## src/design/srfp_pkg.sv

```systemverilog
package srfp_pkg;

  // Build-time constants
  localparam int MAX_CHARS      = 16;
  localparam int TICK_PERIOD_US = 1000;

  // Field widths
  localparam int RX_BYTE_W = 8;
  localparam int HB_W      = 32;
  localparam int HEIGHT_W  = 36;
  localparam int VEL_W     = 26;
  localparam int OFFSET_W  = 31;
  localparam int DIGIT_W   = 20;

  // Command codes
  localparam logic CMD_IDLE = 1'b0;
  localparam logic CMD_BYTE = 1'b1;

  // Characters of the frame
  localparam logic [RX_BYTE_W-1:0] CHAR_R  = 8'h52;
  localparam logic [RX_BYTE_W-1:0] CHAR_CR = 8'h0D;
  localparam logic [RX_BYTE_W-1:0] CHAR_0  = 8'h30;
  localparam logic [RX_BYTE_W-1:0] CHAR_9  = 8'h39;

  // Frame length: start character plus digits, accepted while below this
  localparam int FRAME_CHAR_LIMIT = 8;
  localparam int CC_W             = $clog2(MAX_CHARS);

  // Scaling and limits
  localparam int UM_PER_INCH   = 25400;
  localparam int UM_W          = $clog2(UM_PER_INCH + 1);
  localparam int JUMP_LIMIT_UM = 20000000;
  localparam int US_PER_MS     = 1000;
  localparam int MS_LIMIT      = 500;
  localparam int TIMEOUT_TICKS = (MS_LIMIT * US_PER_MS) / TICK_PERIOD_US;
  // Tick interval bounds that give a time of 1..499 ms
  localparam int MS_MIN_TICKS  = (US_PER_MS + TICK_PERIOD_US - 1) / TICK_PERIOD_US;
  localparam int MS_MAX_TICKS  = (MS_LIMIT * US_PER_MS - 1) / TICK_PERIOD_US;
  localparam int IV_W          = $clog2(MS_MAX_TICKS + 1);
  localparam int P_W           = $clog2(MS_LIMIT * US_PER_MS);

  // Serial divider sizing
  localparam int JUMP_W    = $clog2(JUMP_LIMIT_UM);
  localparam int DVD_W     = (JUMP_W > P_W) ? JUMP_W : P_W;
  localparam int DVS_W     = $clog2(US_PER_MS + 1);
  localparam int DIV_CNT_W = $clog2(DVD_W + 1);

  typedef enum logic [2:0] {
    ST_IDLE,
    ST_EXEC,
    ST_HGT,
    ST_DIV_MS,
    ST_DIV_VEL,
    ST_EMIT
  } state_e;

  typedef struct packed {
    logic               frame_ok;
    logic [DIGIT_W-1:0] digits;
  } lex_stat_t;

  typedef struct packed {
    logic busy;
    logic done;
  } div_stat_t;

endpackage

```

## src/design/srfp_in_if.sv

```systemverilog
interface srfp_in_if;
  import srfp_pkg::*;

  logic                 valid;
  logic                 ready;
  logic                 command;
  logic [RX_BYTE_W-1:0] rx_byte;
  logic [HB_W-1:0]      heartbeat_count;

  modport source (output valid, command, rx_byte, heartbeat_count, input ready);
  modport sink   (input valid, command, rx_byte, heartbeat_count, output ready);

endinterface

```

## src/design/srfp_out_if.sv

```systemverilog
interface srfp_out_if;
  import srfp_pkg::*;

  logic                       valid;
  logic                       ready;
  logic signed [HEIGHT_W-1:0] height_um;
  logic signed [VEL_W-1:0]    velocity_mm_s;
  logic [HB_W-1:0]            sample_ticks;
  logic                       valid_res;

  modport source (output valid, height_um, velocity_mm_s, sample_ticks, valid_res,
                  input ready);
  modport sink   (input valid, height_um, velocity_mm_s, sample_ticks, valid_res,
                  output ready);

endinterface

```

## src/design/sonar_range_frame_parser_core.sv

```systemverilog
// Sonar range frame parser.
// Input channel in_i (valid/ready): one control tick per transfer, either idle
// (command 0) or carrying one received serial byte, always with the heartbeat
// count. Output channel out_o (valid/ready): exactly one result per input
// transfer, in order: held height in um minus offset, velocity in mm/s, the
// tick interval between the last two well-formed frames and the valid flag.
// Configuration: cfg_we_i writes cfg_wdata_i into the height offset; write it
// only while no tick is in flight.
// Idle ticks, plain bytes and CRs that are not accepted go through capture,
// execute and emit. A well-formed CR with an interval of 1..499 ms also has
// a height step and runs the bit-serial divider twice, first for the time in
// ms and then for the velocity, one quotient bit per cycle. A jump of 20 m or
// more skips the second pass. One tick is handled at a time; the next is
// taken once the result has moved into the output register.
// Reset clears all frame state, the held results and the offset.
// When the receiver stalls, the result stays in the output register; a new
// tick is still taken and worked on, and waits for the slot before emitting.
module sonar_range_frame_parser_core (
  input  logic                                clk_i,
  input  logic                                rst_ni,
  input  logic                                cfg_we_i,
  input  logic signed [srfp_pkg::OFFSET_W-1:0] cfg_wdata_i,
  srfp_in_if.sink                             in_i,
  srfp_out_if.source                          out_o
);
  import srfp_pkg::*;

  localparam logic signed [HEIGHT_W-1:0] JUMP_POS = HEIGHT_W'(JUMP_LIMIT_UM);
  localparam logic signed [HEIGHT_W-1:0] JUMP_NEG = -JUMP_POS;

  state_e state_q, state_d;

  // captured tick
  logic                 cmd_q;
  logic [RX_BYTE_W-1:0] byte_q;
  logic [HB_W-1:0]      hb_q;

  // configuration
  logic signed [OFFSET_W-1:0] offset_q;

  // frame timing and held results
  logic [HB_W-1:0]            last_q, last_d;
  logic [HB_W-1:0]            interval_q, interval_d;
  logic signed [HEIGHT_W-1:0] raw_q, raw_d;
  logic signed [HEIGHT_W-1:0] held_h_q, held_h_d;
  logic signed [VEL_W-1:0]    held_v_q, held_v_d;
  logic                       valid_q, valid_d;

  // working registers
  logic [HEIGHT_W-1:0]        h_q, h_d;
  logic signed [HEIGHT_W-1:0] dh_q, dh_d;
  logic                       jump_ok_q, jump_ok_d;

  // output register
  logic                       out_valid_q;
  logic signed [HEIGHT_W-1:0] out_h_q;
  logic signed [VEL_W-1:0]    out_v_q;
  logic [HB_W-1:0]            out_ticks_q;
  logic                       out_res_q;
  logic                       out_load;

  // sub-units
  lex_stat_t           lex;
  logic                lex_take, lex_clear;
  div_stat_t           div_stat;
  logic                div_start;
  logic [DVD_W-1:0]    div_dividend, div_quo;
  logic [DVS_W-1:0]    div_divisor;

  // datapath helpers
  logic [HB_W-1:0]                 dt;
  logic                            idle_ok, in_range, is_cr;
  logic [DIGIT_W+UM_W-1:0]         h_prod;
  logic [P_W-1:0]                  iv_us;
  logic signed [HEIGHT_W-1:0]      offset_ext, dh_w, dh_abs;
  logic [VEL_W-1:0]                vel_mag;

  srfp_lexer u_lexer (
    .clk_i   (clk_i),
    .rst_ni  (rst_ni),
    .take_i  (lex_take),
    .clear_i (lex_clear),
    .byte_i  (byte_q),
    .stat_o  (lex)
  );

  srfp_div u_div (
    .clk_i      (clk_i),
    .rst_ni     (rst_ni),
    .start_i    (div_start),
    .dividend_i (div_dividend),
    .divisor_i  (div_divisor),
    .stat_o     (div_stat),
    .quotient_o (div_quo)
  );

  // signed tick difference against the last well-formed frame
  assign dt       = hb_q - last_q;
  assign idle_ok  = !dt[HB_W-1] && (dt != '0) && (dt < HB_W'(TIMEOUT_TICKS));
  assign in_range = !dt[HB_W-1] && (dt >= HB_W'(MS_MIN_TICKS)) &&
                    (dt <= HB_W'(MS_MAX_TICKS));
  assign is_cr    = (byte_q == CHAR_CR);

  assign h_prod     = (DIGIT_W+UM_W)'(lex.digits) * (DIGIT_W+UM_W)'(UM_PER_INCH);
  assign iv_us      = P_W'(interval_q[IV_W-1:0]) * P_W'(TICK_PERIOD_US);
  assign offset_ext = {{(HEIGHT_W-OFFSET_W){offset_q[OFFSET_W-1]}}, offset_q};
  assign dh_w       = $signed(h_q) - raw_q;
  assign dh_abs     = dh_q[HEIGHT_W-1] ? -dh_q : dh_q;
  assign vel_mag    = VEL_W'(div_quo);

  // first pass: interval in us over 1000; second pass: |dh| over ms
  assign div_dividend = (state_q == ST_HGT) ? DVD_W'(iv_us) : dh_abs[DVD_W-1:0];
  assign div_divisor  = (state_q == ST_HGT) ? DVS_W'(US_PER_MS) : div_quo[DVS_W-1:0];

  assign in_i.ready = (state_q == ST_IDLE);

  always_comb begin
    state_d    = state_q;
    last_d     = last_q;
    interval_d = interval_q;
    raw_d      = raw_q;
    held_h_d   = held_h_q;
    held_v_d   = held_v_q;
    valid_d    = valid_q;
    h_d        = h_q;
    dh_d       = dh_q;
    jump_ok_d  = jump_ok_q;
    lex_take   = 1'b0;
    lex_clear  = 1'b0;
    div_start  = 1'b0;
    out_load   = 1'b0;
    unique case (state_q)
      ST_IDLE: begin
        if (in_i.valid) begin
          state_d = ST_EXEC;
        end
      end
      ST_EXEC: begin
        state_d = ST_EMIT;
        if (cmd_q == CMD_BYTE) begin
          if (is_cr) begin
            // end of frame: always drop the partial frame
            lex_clear = 1'b1;
            valid_d   = 1'b0;
            if (lex.frame_ok) begin
              interval_d = dt;
              last_d     = hb_q;
              if (in_range) begin
                valid_d = 1'b1;
                h_d     = HEIGHT_W'(h_prod);
                state_d = ST_HGT;
              end
            end
          end else begin
            lex_take = 1'b1;
          end
        end else begin
          // idle tick: time out stale data
          valid_d = idle_ok;
          if (!idle_ok) begin
            held_h_d   = '0;
            held_v_d   = '0;
            interval_d = '0;
          end
        end
      end
      ST_HGT: begin
        dh_d      = dh_w;
        raw_d     = $signed(h_q);
        held_h_d  = $signed(h_q) - offset_ext;
        jump_ok_d = (dh_w < JUMP_POS) && (dh_w > JUMP_NEG);
        div_start = 1'b1;
        state_d   = ST_DIV_MS;
      end
      ST_DIV_MS: begin
        if (div_stat.done) begin
          if (jump_ok_q) begin
            div_start = 1'b1;
            state_d   = ST_DIV_VEL;
          end else begin
            held_v_d = '0;
            state_d  = ST_EMIT;
          end
        end
      end
      ST_DIV_VEL: begin
        if (div_stat.done) begin
          // truncate toward zero: divide the magnitude, restore the sign
          held_v_d = dh_q[HEIGHT_W-1] ? $signed(-vel_mag) : $signed(vel_mag);
          state_d  = ST_EMIT;
        end
      end
      ST_EMIT: begin
        if (!out_valid_q || out_o.ready) begin
          out_load = 1'b1;
          state_d  = ST_IDLE;
        end
      end
      default: begin
        state_d = ST_IDLE;
      end
    endcase
  end

  always_ff @(posedge clk_i or negedge rst_ni) begin
    if (!rst_ni) begin
      state_q     <= ST_IDLE;
      offset_q    <= '0;
      last_q      <= '0;
      interval_q  <= '0;
      raw_q       <= '0;
      held_h_q    <= '0;
      held_v_q    <= '0;
      valid_q     <= 1'b0;
      out_valid_q <= 1'b0;
    end else begin
      state_q     <= state_d;
      last_q      <= last_d;
      interval_q  <= interval_d;
      raw_q       <= raw_d;
      held_h_q    <= held_h_d;
      held_v_q    <= held_v_d;
      valid_q     <= valid_d;
      out_valid_q <= out_load || (out_valid_q && !out_o.ready);
      if (cfg_we_i) begin
        offset_q <= cfg_wdata_i;
      end
    end
  end

  // payload registers
  always_ff @(posedge clk_i) begin
    if (in_i.valid && in_i.ready) begin
      cmd_q  <= in_i.command;
      byte_q <= in_i.rx_byte;
      hb_q   <= in_i.heartbeat_count;
    end
    h_q       <= h_d;
    dh_q      <= dh_d;
    jump_ok_q <= jump_ok_d;
    if (out_load) begin
      out_h_q     <= held_h_q;
      out_v_q     <= held_v_q;
      out_ticks_q <= interval_q;
      out_res_q   <= valid_q;
    end
  end

  assign out_o.valid         = out_valid_q;
  assign out_o.height_um     = out_h_q;
  assign out_o.velocity_mm_s = out_v_q;
  assign out_o.sample_ticks  = out_ticks_q;
  assign out_o.valid_res     = out_res_q;

  // The divider is never left running while a new tick can be taken
  assert property (@(posedge clk_i) disable iff (!rst_ni)
    in_i.ready |-> !div_stat.busy)
    else $error("divider busy while idle");

  // Divider completion only lands in a state that waits for it
  assert property (@(posedge clk_i) disable iff (!rst_ni)
    div_stat.done |-> (state_q == ST_DIV_MS || state_q == ST_DIV_VEL))
    else $error("divider completion outside a divide state");

  // Time in ms from the first pass lies in 1..499
  assert property (@(posedge clk_i) disable iff (!rst_ni)
    (div_stat.done && state_q == ST_DIV_MS) |->
      (div_quo != '0 && div_quo < DVD_W'(MS_LIMIT)))
    else $error("frame time out of range");

  // An accepted tick is executed in the next cycle
  assert property (@(posedge clk_i) disable iff (!rst_ni)
    (in_i.valid && in_i.ready) |=> (state_q == ST_EXEC))
    else $error("accepted tick not executed");

endmodule

```

## src/design/srfp_lexer.sv

```systemverilog
module srfp_lexer (
  input  logic                           clk_i,
  input  logic                           rst_ni,
  input  logic                           take_i,
  input  logic                           clear_i,
  input  logic [srfp_pkg::RX_BYTE_W-1:0] byte_i,
  output srfp_pkg::lex_stat_t            stat_o
);
  import srfp_pkg::*;

  logic               got_q, got_d;
  logic               ended_q, ended_d;
  logic [CC_W-1:0]    cc_q, cc_d;
  logic [DIGIT_W-1:0] dv_q, dv_d;
  logic               start;
  logic               is_digit;
  logic [CC_W:0]      cc_inc;
  logic [RX_BYTE_W-1:0] digit;
  logic [DIGIT_W+2:0] acc;

  assign start    = (cc_q == '0) && (byte_i == CHAR_R);
  assign is_digit = (byte_i >= CHAR_0) && (byte_i <= CHAR_9);
  assign digit    = byte_i - CHAR_0;
  assign cc_inc   = {1'b0, cc_q} + (CC_W+1)'(1);
  // value * 10 + digit, wrapped to the digit width
  assign acc      = {dv_q, 3'b000} + {2'b00, dv_q, 1'b0} + (DIGIT_W+3)'(digit[3:0]);

  always_comb begin
    got_d   = got_q;
    ended_d = ended_q;
    cc_d    = cc_q;
    dv_d    = dv_q;
    if (clear_i) begin
      got_d = 1'b0;
      cc_d  = '0;
    end else if (take_i && (got_q || start)) begin
      got_d = 1'b1;
      if (cc_q == '0) begin
        dv_d    = '0;
        ended_d = 1'b0;
      end else if (!ended_q && is_digit) begin
        dv_d = acc[DIGIT_W-1:0];
      end else begin
        ended_d = 1'b1;
      end
      // wrap on overflow, keep the start flag
      cc_d = (cc_inc == (CC_W+1)'(MAX_CHARS)) ? '0 : cc_inc[CC_W-1:0];
    end
  end

  always_ff @(posedge clk_i or negedge rst_ni) begin
    if (!rst_ni) begin
      got_q   <= 1'b0;
      ended_q <= 1'b0;
      cc_q    <= '0;
      dv_q    <= '0;
    end else begin
      got_q   <= got_d;
      ended_q <= ended_d;
      cc_q    <= cc_d;
      dv_q    <= dv_d;
    end
  end

  assign stat_o.frame_ok = got_q && (cc_q > CC_W'(1)) &&
                           ({1'b0, cc_q} < (CC_W+1)'(FRAME_CHAR_LIMIT));
  assign stat_o.digits   = dv_q;

endmodule

```

## src/design/srfp_div.sv

```systemverilog
module srfp_div (
  input  logic                       clk_i,
  input  logic                       rst_ni,
  input  logic                       start_i,
  input  logic [srfp_pkg::DVD_W-1:0] dividend_i,
  input  logic [srfp_pkg::DVS_W-1:0] divisor_i,
  output srfp_pkg::div_stat_t        stat_o,
  output logic [srfp_pkg::DVD_W-1:0] quotient_o
);
  import srfp_pkg::*;

  logic                 busy_q, done_q;
  logic [DIV_CNT_W-1:0] cnt_q;
  logic [DVS_W-1:0]     rem_q, dvs_q;
  logic [DVD_W-1:0]     quo_q;
  logic [DVS_W:0]       rem_sh, diff;
  logic                 fits;

  // one quotient bit per cycle, restoring
  assign rem_sh = {rem_q, quo_q[DVD_W-1]};
  assign diff   = rem_sh - {1'b0, dvs_q};
  assign fits   = rem_sh >= {1'b0, dvs_q};

  always_ff @(posedge clk_i or negedge rst_ni) begin
    if (!rst_ni) begin
      busy_q <= 1'b0;
      done_q <= 1'b0;
      cnt_q  <= '0;
    end else if (start_i) begin
      busy_q <= 1'b1;
      done_q <= 1'b0;
      cnt_q  <= DIV_CNT_W'(DVD_W);
    end else if (busy_q) begin
      cnt_q  <= cnt_q - DIV_CNT_W'(1);
      busy_q <= (cnt_q != DIV_CNT_W'(1));
      done_q <= (cnt_q == DIV_CNT_W'(1));
    end else begin
      done_q <= 1'b0;
    end
  end

  always_ff @(posedge clk_i) begin
    if (start_i) begin
      rem_q <= '0;
      quo_q <= dividend_i;
      dvs_q <= divisor_i;
    end else if (busy_q) begin
      rem_q <= fits ? diff[DVS_W-1:0] : rem_sh[DVS_W-1:0];
      quo_q <= {quo_q[DVD_W-2:0], fits};
    end
  end

  assign stat_o.busy = busy_q;
  assign stat_o.done = done_q;
  assign quotient_o  = quo_q;

endmodule

```

## src/flat_wrapper.sv

```systemverilog
// flat-port wrapper written by rule: the top's interface ports become plain ports
module sonar_range_frame_parser_core_flat import srfp_pkg::*;
  (clk_i, rst_ni, cfg_we_i, cfg_wdata_i, in_i_valid, in_i_command, in_i_rx_byte, in_i_heartbeat_count, in_i_ready, out_o_valid, out_o_height_um, out_o_velocity_mm_s, out_o_sample_ticks, out_o_valid_res, out_o_ready);
  srfp_in_if in_i_i ();
  srfp_out_if out_o_i ();
  input  logic clk_i;
  input  logic rst_ni;
  input  logic cfg_we_i;
  input  logic signed [srfp_pkg::OFFSET_W-1:0] cfg_wdata_i;
  input wire logic [$bits(in_i_i.valid)-1:0] in_i_valid;
  input wire logic [$bits(in_i_i.command)-1:0] in_i_command;
  input wire logic [$bits(in_i_i.rx_byte)-1:0] in_i_rx_byte;
  input wire logic [$bits(in_i_i.heartbeat_count)-1:0] in_i_heartbeat_count;
  output wire logic [$bits(in_i_i.ready)-1:0] in_i_ready;
  output wire logic [$bits(out_o_i.valid)-1:0] out_o_valid;
  output wire logic [$bits(out_o_i.height_um)-1:0] out_o_height_um;
  output wire logic [$bits(out_o_i.velocity_mm_s)-1:0] out_o_velocity_mm_s;
  output wire logic [$bits(out_o_i.sample_ticks)-1:0] out_o_sample_ticks;
  output wire logic [$bits(out_o_i.valid_res)-1:0] out_o_valid_res;
  input wire logic [$bits(out_o_i.ready)-1:0] out_o_ready;
  assign in_i_i.valid = in_i_valid;
  assign in_i_i.command = in_i_command;
  assign in_i_i.rx_byte = in_i_rx_byte;
  assign in_i_i.heartbeat_count = in_i_heartbeat_count;
  assign in_i_ready = in_i_i.ready;
  assign out_o_valid = out_o_i.valid;
  assign out_o_height_um = out_o_i.height_um;
  assign out_o_velocity_mm_s = out_o_i.velocity_mm_s;
  assign out_o_sample_ticks = out_o_i.sample_ticks;
  assign out_o_valid_res = out_o_i.valid_res;
  assign out_o_i.ready = out_o_ready;
  sonar_range_frame_parser_core u_core (.clk_i(clk_i), .rst_ni(rst_ni), .cfg_we_i(cfg_we_i), .cfg_wdata_i(cfg_wdata_i), .in_i(in_i_i), .out_o(out_o_i));
endmodule
```

## config.mk

```make
export PLATFORM = sky130hd
export DESIGN_NAME = sonar_range_frame_parser_core_flat
export DESIGN_NICKNAME = d
export VERILOG_FILES = /design/src/design/srfp_pkg.sv /design/src/design/srfp_in_if.sv /design/src/design/srfp_out_if.sv /design/src/design/sonar_range_frame_parser_core.sv /design/src/design/srfp_lexer.sv /design/src/design/srfp_div.sv /design/src/flat_wrapper.sv
export SDC_FILE = /design/constraint.sdc
export NUM_CORES = 1
export LEC_CHECK = 0
export BUFFER_PORTS_ARGS = -buffer_cell sky130_fd_sc_hd__buf_4
export CAP_MARGIN = 20
export CORE_ASPECT_RATIO = 0.9
export CORE_MARGIN = 2
export CORE_UTILIZATION = 67
export CTS_BUF_LIST = sky130_fd_sc_hd__clkbuf_16
export CTS_CLUSTER_DIAMETER = 120
export DETAILED_ROUTE_END_ITERATION = 10
export PLACE_DENSITY = 0.87
export SYNTH_ARGS = -nofsm -noshare
export SYNTH_HDL_FRONTEND = slang
export SYNTH_SLANG_ARGS = --single-unit
```

## constraint.sdc

```tcl
create_clock -name clk_i -period 10.95 [get_ports clk_i]
set_input_delay 1.095 -clock clk_i [delete_from_list [all_inputs] [get_ports clk_i]]
set_output_delay 1.095 -clock clk_i [all_outputs]
set_load 0.05 [all_outputs]
```

==> summary.txt, run 1 <==
outcome: complete, no violations
worst skew pair latency: 0.61 ns
die area: 46400 sq um
HP Class: flip-flop to flip-flop
Post-Synth Adder-Cell Area: 19.5%
worst vdd ir: 0.139 mV
Data required, critical path: 11.27 ns
Crit path largest cell delay: 0.52 ns
unrepaired setup endpoints after global routing: no
Cell Area, Synth: 29900 sq um
FMAX: 0.171 GHz
XOR/XNOR Fraction of Synth Area: 5.44%
initial core utilization: 67.9%
Switching Share: 34.4%
# hold bufs at CTS: 0
power share of the sequential group: 43.3%
met2 usage: 52.3%
delay-heaviest family, CP: adder cells
fin crit share: 53.4%
clk buf depth: 3
Root Driver: clkbuf_16
first-pass iteration count of the detailed router: 6
Final min period: 5.85 ns
gr busiest metal: met2
CTS tree: done
Std-Cell Rows: 73
ys async rst share: 48.9%
Compound-Gate Fraction of Synth Area: 16.2%
Die W: 227 microns
WP buf/inv: 2
setup bufs post-CTS: 0
clock share of power: 31.5%
Port Buffers: 173
Chip Height: 205 microns
Syn Area/Cell: 10.4 sq um
kind of critical path: flip-flop to flip-flop
largest net degree at the start of global routing: 118
Setup-failing EPs final: 0
Slew @ Worst Pin: 1.10 ns
Post-synth EDFFs: 227
H-tree Lvls: 2
via count: 22600
Routed Antenna Nets: 0
clk_skew: 0.0431 ns
Synth Register Bits: 464
Residual DRC: 0
Gate power share: 25.2%
Worst setup SP type: flip-flop
Critical Path Most Common Cell: fa_1
cell area after layout: 33300 sq um
GR Util met1: 43.8%
nets: 3513
Static Leak: 0.0155 uW
Post-Syn Instances: 2887
CP cell instances: ha_1 > inv_1 > fa_1 > fa_1 > inv_1 > fa_1 > fa_1 > ha_1 > a21oi_1 > o21bai_1 > a21oi_1 > o21ai_0 > o31ai_1 > o21ai_0 > a31oi_1 > o21bai_1 > a21oi_1 > xnor2_1
Seq/Total Area, Yosys: 42.4%
Slew HR: 26.7%
GPL Wtd Cong: 0.913
vias in the first global route: 22600
I/O pin total: 174
antenna violations before repair: 1
Hold Vio Cnt, Final: 0
met3 GRT Util: 5.29%
TritonCTS Buffers: 48
Initial DRC Count: 1755
max_cap viols: 0
Int Pwr: 3210 uW
grt total ovfl: 0
final-report max-slew violation count: 0
fraction of layout cells with a size suffix above 1: 10.2%
count of cell types in the netlist: 86
Sum Neg Setup Slack: 0 ns
mux cell area share after synthesis: 0.585%
Primary FF master, synth: edfxtp_1
slowest CP cell: fa_1
Simple-Gate Fraction of Synth Area: 11.0%
clock-pin slew on the worst setup and hold paths: 0.06 ns
average routed wire per standard cell: 19.9 microns
Yosys warning count: 0
largest family of logic cells by synthesized area: adder cells
hpwl dp: 54800 microns
total net switching power: 1680 uW
DRT Wirelength: 73300 microns
via density per instance: 6.16
crit path DAT: 6.18 ns
post_cts resized: 0
Core Footprint: 44100 sq um
Syn Nets: 3363
CP max FO: 7
CP Capture Type: flip-flop
Sink Count: 464
Pwr per Cell Area: 147 nW/um^2
Total GRT Usage: 32.2%
first-pass GRT wire length: 118000 microns
Layout Area Growth over Synthesis: 11.1%
placed inst area: 31800 sq um
sequential cells by signal, summed over array words and instances (netlist names), 31 cells and up:
register / flops
u_core.raw_q: 32
u_core.interval_q: 32
u_core.out_o.height_um: 36
u_core.held_h_q: 36
u_core.offset_q: 31
u_core.hb_q: 32
u_core.last_q: 32
u_core.h_q: 32
u_core.out_o.sample_ticks: 32
worst register-to-register path, delay by kind of cell (launching register included):
family                   cells  cell delay [ns]
XOR/XNOR                     1             0.09
adder cells (fa/ha/maj)      6             2.76
flip-flops                   1             0.48
buffers and inverters        2             0.14
AO/OA/AOI/OAI                9             2.13
per-layer routing:
| metal | vias up | wire length [microns] |
|---|---|---|
| met1 | 11000 | 30300 |
| met5 | - | 0 |
| li1 | 10500 | - |
| met2 | 872 | 35000 |
| met3 | 181 | 5180 |
| met4 | 0 | 2790 |
path summary, 6_finish.rpt:
| check | from | end | slack, ns | cells after the start |
|---|---|---|---|---|
| setup / recovery | u_core.u_lexer.dv_q[2] | u_core.h_q[33] | 5.10 | 18 |
| hold / removal | u_core.interval_q[25] | u_core.out_o.sample_ticks[25] | 0.45 | 0 |
| setup reg to reg | u_core.u_lexer.dv_q[2] | u_core.h_q[33] | 5.10 | 18 |
| hold reg to reg | u_core.interval_q[25] | u_core.out_o.sample_ticks[25] | 0.45 | 0 |
| max in group asynchronous | rst_ni | u_core.raw_q[5] | 9.01 | 2 |
| min in group asynchronous | rst_ni | u_core.offset_q[10] | 0.61 | 1 |
kinds of logic (layout without fill, tap and decap cells):
| family | after synthesis | after routing |
|---|---|---|
| XOR/XNOR | 186 | 186 |
| AND/OR/NAND/NOR | 694 | 694 |
| flip-flops | 464 | 464 |
| AO/OA/AOI/OAI | 743 | 743 |
| buffers and inverters | 384 | 573 |
| other | 0 | 1 |
| multiplexers | 17 | 17 |
| adder cells (fa/ha/maj) | 399 | 399 |
area by class of cell:
type                       count  area (sq um)
fill                        2978         10800
sequential                   464         12700
tap                          600           751
timing repair buffer         191          1460
clock buffer                  49          1230
multi-input combinational   2039         15800
clock inverter                40           234
inverter                     293          1100
antenna                        1          2.50
power by group through the flow:
stage          logic, uW  registers, uW  clock network, uW
6_report            1230           2120               1540
3_3_place_gp        1200           2140                  0
3_5_place_dp        1220           2150                  0
5_1_grt             1310           2130               1630
2_1_floorplan        456           2520                  0
4_1_cts             1230           2120               1560
layout by cell type (no fill, tap or decap), types with 11 or more instances in the layout:
master | netlist | layout
o21ai_1 | 22 | 22
o21bai_1 | 18 | 18
xnor2_1 | 118 | 118
buf_4 | 2 | 187
o21ai_0 | 217 | 217
dfrtp_1 | 227 | 227
nor2_1 | 147 | 145
ha_1 | 288 | 288
nand2_1 | 272 | 272
inv_1 | 292 | 297
or2_2 | 11 | 11
o21a_1 | 22 | 22
nand4_1 | 19 | 19
nand3_1 | 39 | 39
xor2_1 | 68 | 68
or3_1 | 24 | 24
edfxtp_1 | 227 | 227
a21oi_1 | 148 | 148
a21o_1 | 48 | 48
clkbuf_16 | 0 | 49
fa_1 | 111 | 111
o22ai_1 | 13 | 13
nor3_1 | 37 | 37
and2_1 | 16 | 14
o211ai_1 | 19 | 19
clkinv_1 | 1 | 11
nor4_1 | 11 | 11
a22oi_1 | 32 | 32
a31oi_1 | 21 | 21
nor2b_1 | 24 | 24
clkinv_2 | 0 | 12
a211oi_2 | 18 | 18
mux2i_1 | 13 | 13
a22o_1 | 22 | 22
a211oi_1 | 16 | 16
o31ai_1 | 20 | 20
nand2b_1 | 31 | 31
and3_1 | 17 | 15
through the flow:
| step | instances | hold slack, ns | setup slack (ns) | power (uW) | utilization, % |
|---|---|---|---|---|---|
| final | 3677 | 0.445 | 5.10 | 4890 | 75.4 |
| after global routing | 3676 | 0.457 | 4.75 | 5070 | 75.4 |
| after CTS | 3674 | 0.440 | 5.19 | 4910 | 75.4 |
| after detailed placement | 3585 | 0.429 | 5.20 | 3370 | 72.1 |
| after global placement | 3584 | 0.428 | 5.48 | 3340 | 72.0 |
| after floorplan | 2887 | 0.418 | 5.57 | 2980 | - |
cells in the mapped netlist, types with 68 or more instances:
cell type | count | area [sq um]
clkbuf_1 | 76 | 285
ha_1 | 288 | 3600
dfrtp_1 | 227 | 5680
inv_1 | 292 | 1100
a21oi_1 | 148 | 741
fa_1 | 111 | 2220
nand2_1 | 272 | 1020
edfxtp_1 | 227 | 6820
xor2_1 | 68 | 596
o21ai_0 | 217 | 1090
nor2_1 | 147 | 552
xnor2_1 | 118 | 1030
Note: power is estimated with default switching activity, not from simulation.
==> run 2: changes to the inputs <==
--- a/config.mk
+++ b/config.mk
@@ -9,11 +9,11 @@
 export CAP_MARGIN = 20
 export CORE_ASPECT_RATIO = 0.9
 export CORE_MARGIN = 2
-export CORE_UTILIZATION = 67
+export CORE_UTILIZATION = 62
 export CTS_BUF_LIST = sky130_fd_sc_hd__clkbuf_16
 export CTS_CLUSTER_DIAMETER = 120
 export DETAILED_ROUTE_END_ITERATION = 10
-export PLACE_DENSITY = 0.87
+export PLACE_DENSITY = 0.81
 export SYNTH_ARGS = -nofsm -noshare
 export SYNTH_HDL_FRONTEND = slang
 export SYNTH_SLANG_ARGS = --single-unit
==> constraint.sdc (replaced) <==
create_clock -name clk_i -period 5.6 [get_ports clk_i]
set_input_delay 0.56 -clock clk_i [delete_from_list [all_inputs] [get_ports clk_i]]
set_output_delay 0.56 -clock clk_i [all_outputs]
set_load 0.05 [all_outputs]
==> summary.txt, run 2 (synthesis gave the netlist of run 1 again) <==
Static Leak: 0.0156 uW (+0.89%)
Slew HR: 26.0% (-0.74 points)
clk_skew: 0.0306 ns (-0.0125 ns)
Final min period: 5.31 ns (-0.540 ns)
reg-to-reg slack, setup: 0.29 ns (-4.81 ns)
Initial DRC Count: 1754 (-0.057%)
Crit path largest cell delay: 0.53 ns (about the same)
final-report max-slew violation count: 0 (unchanged)
FMAX: 0.188 GHz (+10%)
crit path DAT: 5.63 ns (-0.55 ns)
Layout Area Growth over Synthesis: 12.3%
outcome: complete, no violations
Root Driver: clkbuf_16
cell area after layout: 33600 sq um (+1.1%)
TritonCTS Buffers: 49 (+2.1%)
Setup-failing EPs final: 0 (unchanged)
Switching Share: 33.5% (-0.90 points)
power share of the sequential group: 41.8% (-1.5 points)
CP cell instances: ha_4 > inv_1 > fa_1 > fa_1 > inv_1 > fa_1 > fa_1 > ha_1 > a21oi_2 > o21bai_1 > a21oi_2 > o21a_1 > a311oi_2 > o21a_1 > o21ai_1 > a31oi_1 > buf_4 > a41oi_1 > xnor2_1
I/O pin total: 174 (unchanged)
first-pass iteration count of the detailed router: 6 (unchanged)
fin crit share: 94.8% (+41 points)
DRT Wirelength: 72600 microns (-0.89%)
clock share of power: 33.7% (+2.2 points)
clk buf depth: 3 (unchanged)
Sink Count: 464 (unchanged)
placed inst area: 31900 sq um (+0.37%)
HP Class: input port to flip-flop
Chip Height: 212 microns (+3.9%)
Routed Antenna Nets: 0 (unchanged)
total net switching power: 3310 uW (+97%)
average routed wire per standard cell: 19.5 microns (-1.9%)
vias in the first global route: 22600 (-0.075%)
Critical Path Most Common Cell: fa_1
antenna violations before repair: 0 (-1)
die area: 50100 sq um (+7.9%)
Total GRT Usage: 29.0% (-3.2 points)
CP max FO: 6 (-1)
kind of critical path: flip-flop to flip-flop
fillcell total: 3527 (+18%)
hpwl dp: 54300 microns (-0.82%)
most frequent cells in the layout: inv_1 (302), ha_1 (287), nand2_1 (272), edfxtp_1 (227), dfrtp_1 (226)
worst skew pair latency: 0.60 ns (about the same)
initial core utilization: 62.7% (-5.1 points)
Std-Cell Rows: 76 (+4.1%)
max_cap viols: 0 (unchanged)
Data required, critical path: 5.92 ns (-5.35 ns)
CTS tree: done
via count: 22500 (-0.62%)
via density per instance: 6.06 (-1.6%)
Pwr per Cell Area: 294 nW/um^2 (+100%)
most common cell after layout, fill and taps aside: inv_1
first-pass GRT wire length: 117000 microns (-1.3%)
grt total ovfl: 0 (unchanged)
Antenna Cells: 0 (-1)
largest net degree at the start of global routing: 152 (+29%)
CP Capture Type: flip-flop
Slew @ Worst Pin: 1.11 ns (+0.00705 ns)
Gate power share: 24.5% (-0.7 points)
Port Buffers: 173 (unchanged)
Sum Neg Setup Slack: 0 ns (unchanged)
Die W: 236 microns (+3.9%)
fraction of layout cells with a size suffix above 1: 10.9% (+0.69 points)
Int Pwr: 6590 uW (+110%)
H-tree Lvls: 2 (unchanged)
Worst setup SP type: flip-flop
unrepaired setup endpoints after global routing: no
GPL Wtd Cong: 0.928 (+1.6%)
Core Footprint: 47700 sq um (+8.2%)
WHS: 0.136 ns (-0.309 ns)
worst vdd ir: 0.248 mV (+79%)
clock-pin slew on the worst setup and hold paths: 0.06 ns (about the same)
nets: 3526 (+0.37%)
Residual DRC: 0 (unchanged)
Hold Vio Cnt, Final: 0 (unchanged)
slowest CP cell: fa_1
[run 2: cell types whose count changed in the layout (fill, tap and decap cells not counted), moves of 3 or more]
cell        delta
bufinv_16      +5
clkinv_2       -5
clkinv_1       -7
clkinvlp_4     +4
inv_2          -3
inv_1          +5
buf_4         +11
[run 2: per-layer routing]
layer	vias to the layer above	share of wire, %	track usage (%)
met5	-	0	0
li1	10600	-	-
met4	0	3.8	11.9
met2	685	48	48.5
met3	174	5.4	3.64
met1	11100	43	38.8
[run 2: worst paths after layout]
kind                                    startpoint                              to  cells past startpoint
hold / removal             in_i_heartbeat_count[3]                  u_core.hb_q[3]                      1
max in group asynchronous                   rst_ni              u_core.held_v_q[0]                      3
setup reg to reg            u_core.u_lexer.dv_q[1]                  u_core.h_q[28]                     19
min in group asynchronous                   rst_ni          u_core.u_lexer.dv_q[1]                      2
setup / recovery            u_core.u_lexer.dv_q[1]                  u_core.h_q[28]                     19
hold reg to reg                u_core.held_v_q[12]  u_core.out_o.velocity_mm_s[12]                      0
[run 2: power by group through the flow]
stage | sequential (uW) | combinational [uW] | clock (uW)
global placement | 4190 | 2350 | 0
finish | 4140 | 2420 | 3340
CTS | 4140 | 2410 | 3380
global route | 4170 | 2570 | 3520
floorplan | 4940 | 892 | 0
detailed placement | 4210 | 2400 | 0
[run 2: area by class of cell]
cell class | count | area [sq um] | share of cell area (%)
clock inverters | 41 | 380 | 1.13
flip-flops and latches | 464 | 12700 | 37.8
inverters | 293 | 1100 | 3.28
clock buffers | 51 | 1280 | 3.80
repair buffers | 203 | 1560 | 4.64
well taps | 624 | 781 | 2.32
multi-input cells | 2039 | 15800 | 47.1
[run 2: through the flow]
step | worst slack [ns] | cells | util (%) | power, uW
5_1_grt | 0.0351 | 3715 | 70.4 | 10300
6_report | 0.289 | 3715 | 70.4 | 9900
4_1_cts | 0.0833 | 3713 | 70.3 | 9930
3_3_place_gp | 0.185 | 3620 | 66.8 | 6540
3_5_place_dp | 0.00895 | 3620 | 66.8 | 6610
2_1_floorplan | 0.216 | 2887 | - | 5830
[run 2: worst max-delay path: cells and delay by family (launching register included)]
family | cells | cell delay, ns
flops | 1 | 0.47
fa+ha+maj | 6 | 2.66
xor+xnor | 1 | 0.09
buf+inv | 3 | 0.29
compound gates | 9 | 1.54
[run 2: timing repair]
| action | in CTS | in global routing |
|---|---|---|
| setup buffers | 0 | 1 |
| pin swaps | 0 | 6 |
| gates resized for setup | 1 | 9 |
| endpoints found under the hold margin | 74 | 0 |
| endpoints found under the setup margin | 1 | 10 |
| hold buffers | 1 | 0 |
